===== src/hdl/qptj_pkg.sv =====
// qptj_pkg: shared types, widths, codes and tables for the quaternion point transform core
// depends on nothing; imported by every module of the core
package qptj_pkg;

	localparam int COORD_WIDTH    = 24;
	localparam int QUAT_FRAC_BITS = 14;

	localparam int QUAT_W   = 16;
	localparam int QSEL_W   = QUAT_W + 1;
	localparam int QPROD_W  = 2 * QUAT_W;
	localparam int ROW_W    = QPROD_W + 3;
	localparam int DV_W     = COORD_WIDTH + 1;
	localparam int PROD_W   = DV_W + ROW_W;
	localparam int ACC_W    = PROD_W + 2;
	localparam int OUT_W    = 32;
	localparam int CFG_W    = 32;
	localparam int CFG_IDX_W = 3;
	localparam int COL_SHIFT = 2 * QUAT_FRAC_BITS - 8;

	localparam logic signed [QUAT_W-1:0] QUAT_ONE = 16'sd16384;

	typedef logic signed [COORD_WIDTH-1:0] coord_t;
	typedef logic signed [QUAT_W-1:0]      quat_t;
	typedef logic signed [QSEL_W-1:0]      qsel_t;
	typedef logic signed [QPROD_W-1:0]     qprod_t;
	typedef logic signed [ROW_W-1:0]       row_t;
	typedef logic signed [DV_W-1:0]        dv_t;
	typedef logic signed [PROD_W-1:0]      prod_t;
	typedef logic signed [ACC_W-1:0]       acc_t;
	typedef logic signed [OUT_W-1:0]       out_t;

	typedef enum logic [1:0] {
		OP_XFORM = 2'd0,
		OP_DS    = 2'd1,
		OP_DT    = 2'd2,
		OP_DQUAT = 2'd3
	} op_e;

	typedef enum logic [CFG_IDX_W-1:0] {
		CFG_TRANS_X = 3'd0,
		CFG_TRANS_Y = 3'd1,
		CFG_TRANS_Z = 3'd2,
		CFG_QUAT_A  = 3'd3,
		CFG_QUAT_B  = 3'd4,
		CFG_QUAT_C  = 3'd5,
		CFG_QUAT_D  = 3'd6
	} cfg_reg_e;

	localparam logic [1:0] AXIS_NONE = 2'd3;

	typedef struct packed {
		logic [1:0] req_type;
		logic [1:0] deriv_index;
		coord_t     point_x;
		coord_t     point_y;
		coord_t     point_z;
	} req_t;

	typedef struct packed {
		out_t out_x;
		out_t out_y;
		out_t out_z;
		logic saturated;
	} rsp_t;

	typedef struct packed {
		coord_t trans_x;
		coord_t trans_y;
		coord_t trans_z;
		quat_t  quat_a;
		quat_t  quat_b;
		quat_t  quat_c;
		quat_t  quat_d;
	} pose_t;

	typedef struct packed {
		logic en_s1;
		logic en_s2;
		logic en_s3;
		logic en_s4;
		logic en_out;
	} pipe_en_t;

	typedef struct packed {
		op_e                  op;
		logic [1:0]           k;
		dv_t  [2:0]           dv;
		row_t [2:0][2:0]      rows;
		qsel_t [2:0][2:0]     qsel;
	} front_out_t;

	typedef struct packed {
		op_e         op;
		logic [1:0]  k;
		dv_t  [2:0]  dv;
		row_t [2:0]  row;
		qsel_t [2:0] qsel;
	} lane_in_t;

	typedef struct packed {
		out_t val;
		logic clip;
	} lane_res_t;

	// half-derivative selection: [row][component][k], 1..4 pick a..d, negative negates
	localparam logic signed [3:0] HALF_DERIV [3][3][4] = '{
		'{ '{ 1,  2, -3, -4}, '{ 4,  3,  2,  1}, '{-3,  4, -1,  2} },
		'{ '{-4,  3,  2, -1}, '{ 1, -2,  3, -4}, '{ 2,  1,  4,  3} },
		'{ '{ 3,  4,  1,  2}, '{-2, -1,  4,  3}, '{ 1, -2, -3,  4} }
	};

	// clip a wide signed value to the 32-bit signed range
	function automatic lane_res_t sat32(input acc_t v);
		lane_res_t r;
		logic [ACC_W-OUT_W:0] hi;
		hi = v[ACC_W-1:OUT_W-1];
		if ((&hi) || !(|hi)) begin
			r.val  = v[OUT_W-1:0];
			r.clip = 1'b0;
		end else begin
			r.val  = v[ACC_W-1] ? {1'b1, {(OUT_W-1){1'b0}}} : {1'b0, {(OUT_W-1){1'b1}}};
			r.clip = 1'b1;
		end
		return r;
	endfunction

endpackage


===== src/hdl/qptj_merge.sv =====
// qptj_merge: joins the three lane results into one response and holds it for the consumer
// depends on qptj_pkg; output register of the core
module qptj_merge import qptj_pkg::*; (
	input  logic            clk,
	input  pipe_en_t        pen,
	input  lane_res_t [2:0] lres,
	output rsp_t            rsp
);

	rsp_t rsp_q;

	always_ff @(posedge clk) begin
		if (pen.en_out) begin
			rsp_q.out_x     <= lres[0].val;
			rsp_q.out_y     <= lres[1].val;
			rsp_q.out_z     <= lres[2].val;
			rsp_q.saturated <= lres[0].clip | lres[1].clip | lres[2].clip;
		end
	end

	assign rsp = rsp_q;

endmodule

===== config.mk =====
export PLATFORM = sky130hd
export DESIGN_NAME = qptj_merge
export DESIGN_NICKNAME = d
export VERILOG_FILES = /design/src/hdl/qptj_pkg.sv /design/src/hdl/qptj_merge.sv
export SDC_FILE = /design/constraint.sdc
export NUM_CORES = 1
export LEC_CHECK = 0
export ABC_AREA = 0
export BUFFER_PORTS_ARGS = -buffer_cell sky130_fd_sc_hd__buf_2
export CORE_MARGIN = 4
export CORE_UTILIZATION = 35
export CTS_CLUSTER_SIZE = 30
export DETAILED_ROUTE_END_ITERATION = 10
export GPL_ROUTABILITY_DRIVEN = 0
export HOLD_SLACK_MARGIN = 0.1
export PLACE_DENSITY = 0.68
export SYNTH_ARGS = -nofsm -noshare
export SYNTH_HDL_FRONTEND = slang
export SYNTH_SLANG_ARGS = --single-unit

===== constraint.sdc =====
create_clock -name clk -period 2.8 [get_ports clk]
set_clock_uncertainty 0.15 [all_clocks]
set_input_delay 0.84 -clock clk [delete_from_list [all_inputs] [get_ports clk]]
set_output_delay 0.84 -clock clk [all_outputs]
set_load 0.05 [all_outputs]

-- Word-level counts from Yosys, hierarchy flattened
Cells that the tools add are included.
- add/subtract/negate cells: 0
- equal/unequal tests: 0
- bitwise logic cells: 2
- mux-type cells: 0
- divide/modulo/power cells: 0
- reductions and logical operators: 0
- shifts and indexed selects: 0
- $mul: 0
- magnitude comparators: 0
- operator list (cell ; number):
    $or 1x1->1 ; 2
- latch bits: 0
- register bits after elaboration: 97
- output and inout bits: 97
- word-level logic and storage cells: 6
- ROM bits: 0
- memories: 0
- memory bits (writable): 0

-- Depth between registers and ports, before layout
- depth in word-level cells: 2
- gate-level depth with buffers: 1
- depth with buffers taken out: 1

-- Worst setup path before layout
OpenSTA, ideal clock, no wires.
- kind: input -> register
- start: input port lres[33] (netlist name)
- end: register rsp_q (netlist bit rsp[0]), data pin
- buffers on the path: 0
- stages on the path: 1
- arrival: 1.181 ns
- slack: 1.203 ns
- required time: 2.384 ns
- path through: or3_1
- longest elaborated chain between the ends: 2
- ends and longest elaborated chain (element ; RTL line ; text):
    start: declaration ; qptj_merge.sv:6 ; input lane_res_t [2:0] lres,
    $or 1x1->1 (2 in series) ; qptj_merge.sv:17 ; rsp_q.saturated <= lres[0].clip | lres[1].clip | lres[2].clip;
    end: declaration ; qptj_merge.sv:10 ; rsp_t rsp_q;
No other way between the ends.
A chain may end at the register's enable or synchronous reset.

-- Final worst setup path
- start: register rsp_q (netlist bit rsp[65])
- end: output port rsp[65] (netlist name)
- RTL lines (element ; RTL line ; text):
    end: declaration ; qptj_merge.sv:7 ; output rsp_t rsp
No word-level cell between the ends.

==> implementation parameters <==
Parameter                              Value

Outcome
  Status    finished clean

STA
  Final hold slack    0.510 ns
  Setup Total Neg Slack    0 ns
  Max-slew headroom    65.5%
  Final Slew Violations    0
  Number of setup violations in the final report    0
  Setup repair after global routing missed its margin    false
  Tcrit/Tclk final    69.8%
  Worst-Margin Slew    0.517 ns
  Highest achievable clock rate    511 MHz
  Final hold violation count    0
  Clock period minus final worst setup slack    1.96 ns

Clock network
  Number of gates given a new drive strength after cts    0
  Number of CTS-inserted buffers    9
  H-tree depth reported by CTS    3
  Clock transition at the registers of the reported paths    0.10 ns
  Clock tree buffer depth    2
  Number of sinks handled by clock tree synthesis    97
  Number of setup buffers added after CTS    0
  Clock root buffer    sky130_fd_sc_hd__clkbuf_8
  CTS tree    yes
  Hold buffer count at cts    0

Drt
  Routed Wire Length    7090 µm
  Wire length per cell after detailed routing    17.0 µm
  Number of vias after detailed routing    1792
  Final antenna-violating net count    0
  Via density per instance    4.30
  Post-route DRC violation count    0
  Drt first pass iters    4
  Initial DRC count    66

Global route
  Via count of the first global-routing pass    1866
  Number of antenna violations at the first check in global routing    0
  Overflow left after global routing    0
  GRT Overall Usage    14.2%
  First-pass GRT wire length    10200 µm
  Maximum number of pins on one net before global-route repair    98

Power and ir drop
  Comb pwr share    19.3%
  Clock power frac    25.5%
  Internal power consumption    2.18 mW
  Leak Pwr    1.81 nW
  Switching share of power    31.1%
  Part of the total power dissipated in sequential elements    55.2%
  Peak ir drop on the vdd network    0.323 mV
  Psw    987 µW
  Cell Pwr Density    748 mW/mm²

Synth
  Number of unique standard cell types used by synthesis    2
  Async set-or-reset flop fraction in the synthesized netlist    0%
  Avg Inst Size Synth    29.8 µm²
  Flops & latches, synth    97
  Synth warn    0
  Number of enable flip-flop cells after synthesis    97
  Cell Area, Synth    0.00292 mm²
  Main synth FF type    sky130_fd_sc_hd__edfxtp_1
  Library cell with the largest summed area after synthesis    sky130_fd_sc_hd__edfxtp_1
  Most instantiated cells after synthesis    sky130_fd_sc_hd__edfxtp_1, sky130_fd_sc_hd__or3_1
  Cell with the most instances after synthesis    sky130_fd_sc_hd__edfxtp_1
  Top area cells in the synthesized netlist    sky130_fd_sc_hd__edfxtp_1, sky130_fd_sc_hd__or3_1
  Net Count, Synth    203
  Share of synthesized area occupied by flip-flops and latches    99.8%
  Synthesized netlist cell count    98
  Top cell type's share of synthesized area    99.8%

Setup path
  Total number of cells along the worst setup path    1
  Largest stage delay, worst path    0.35 ns
  Kind of critical path    reg2out
  Worst path required time    1.81 ns
  Launching element type of the critical path    flop
  Data arrival time of the worst path    0.97 ns
  Worst path top cell family by delay    flip-flops
  Count of buffer and inverter cells on the critical path    1
  Worst-path cell chain    buf_2
  Category of the worst setup path capture point    primary output
  Top fanout value on the critical path    1
  Critical Path Slowest Stage Cell    sky130_fd_sc_hd__edfxtp_1

Finish
  Number of flip-flops in the largest register    97
  Final Net Count    412
  Signed area change from the synthesized netlist to the final layout    45.2%
  Final core utilization    51.9%
  Count of inserted antenna diode cells    0
  Fill cell total of the finished layout    732
  Share of post-route cells with drive strength above 1    68.3%
  Final std cell area, no fill    0.00424 mm²

Floorplan
  Area inside the core boundary    0.00818 mm²
  Initial Utilization    35.7%
  Die height    99.3 µm
  Number of primary I/O pins    202
  Row cnt    33
  Width of the die    99.3 µm
  Die area    0.00987 mm²

Worst hold path
  Worst hold path cell count    1
  Tightest Hold Check Type    in2reg

Job
  Max-cap viol count    0

Placement
  Count of buffers inserted at the top-level ports    197
  Post-Place Cell Area    0.00406 mm²
logic make-up after synthesis:
| logic type | Yosys count | synth area share (%) |
|---|---|---|
| AND/OR/NAND/NOR | 1 | 0.214 |
| flip-flops | 97 | 99.8 |
path summary, 6_finish.rpt:
check | from | slack [ns] | end
setup / recovery | rsp[65]$_DFFE_PP_ | 0.84 | rsp[65]
hold / removal | lres[27] | 0.51 | rsp[91]$_DFFE_PP_
layout by cell type (no fill, tap or decap):
master and instances:
sky130_fd_sc_hd__buf_2 196, sky130_fd_sc_hd__edfxtp_1 97, sky130_fd_sc_hd__clkbuf_8 9, sky130_fd_sc_hd__clkinvlp_4 4, sky130_fd_sc_hd__inv_8 2, sky130_fd_sc_hd__or3_1 1, sky130_fd_sc_hd__clkbuf_1 1, sky130_fd_sc_hd__buf_4 1
sky130_fd_sc_hd__buf_12 1
final cells by class:
type	count	area [µm²]	area share (%)
flip-flops and latches	97	2910	68.7
clock inverters	6	52.6	1.24
repair buffers	198	1010	23.8
clock buffers	10	128	3.01
well taps	105	131	3.10
multi-input cells	1	6.26	0.148
layer usage:
layer	vias to the layer above	wire length (µm)	track usage, %
met5	-	0	0
met4	0	128	6.30
met3	11	742	5.26
met2	111	3830	24.9
met1	856	2390	15.2
li1	814	-	-
metrics by stage:
step	cells	setup slack (ns)	total power [mW]
3_5_place_dp	401	0.906	2.40
5_1_grt	417	0.781	3.32
3_3_place_gp	401	0.921	2.39
2_1_floorplan	98	1.20	2.19
6_report	417	0.844	3.17
4_1_cts	417	0.798	3.22
power groups by stage:
stage               Combinational (mW)  Clock [mW]  Sequential, mW
finish                           0.611       0.809            1.75
global route                     0.630       0.927            1.76
CTS                              0.617       0.849            1.75
detailed placement               0.617           0            1.78
global placement                 0.609           0            1.78
floorplan                     0.000346           0            2.19
Note: power is estimated with default switching activity, not from simulation.
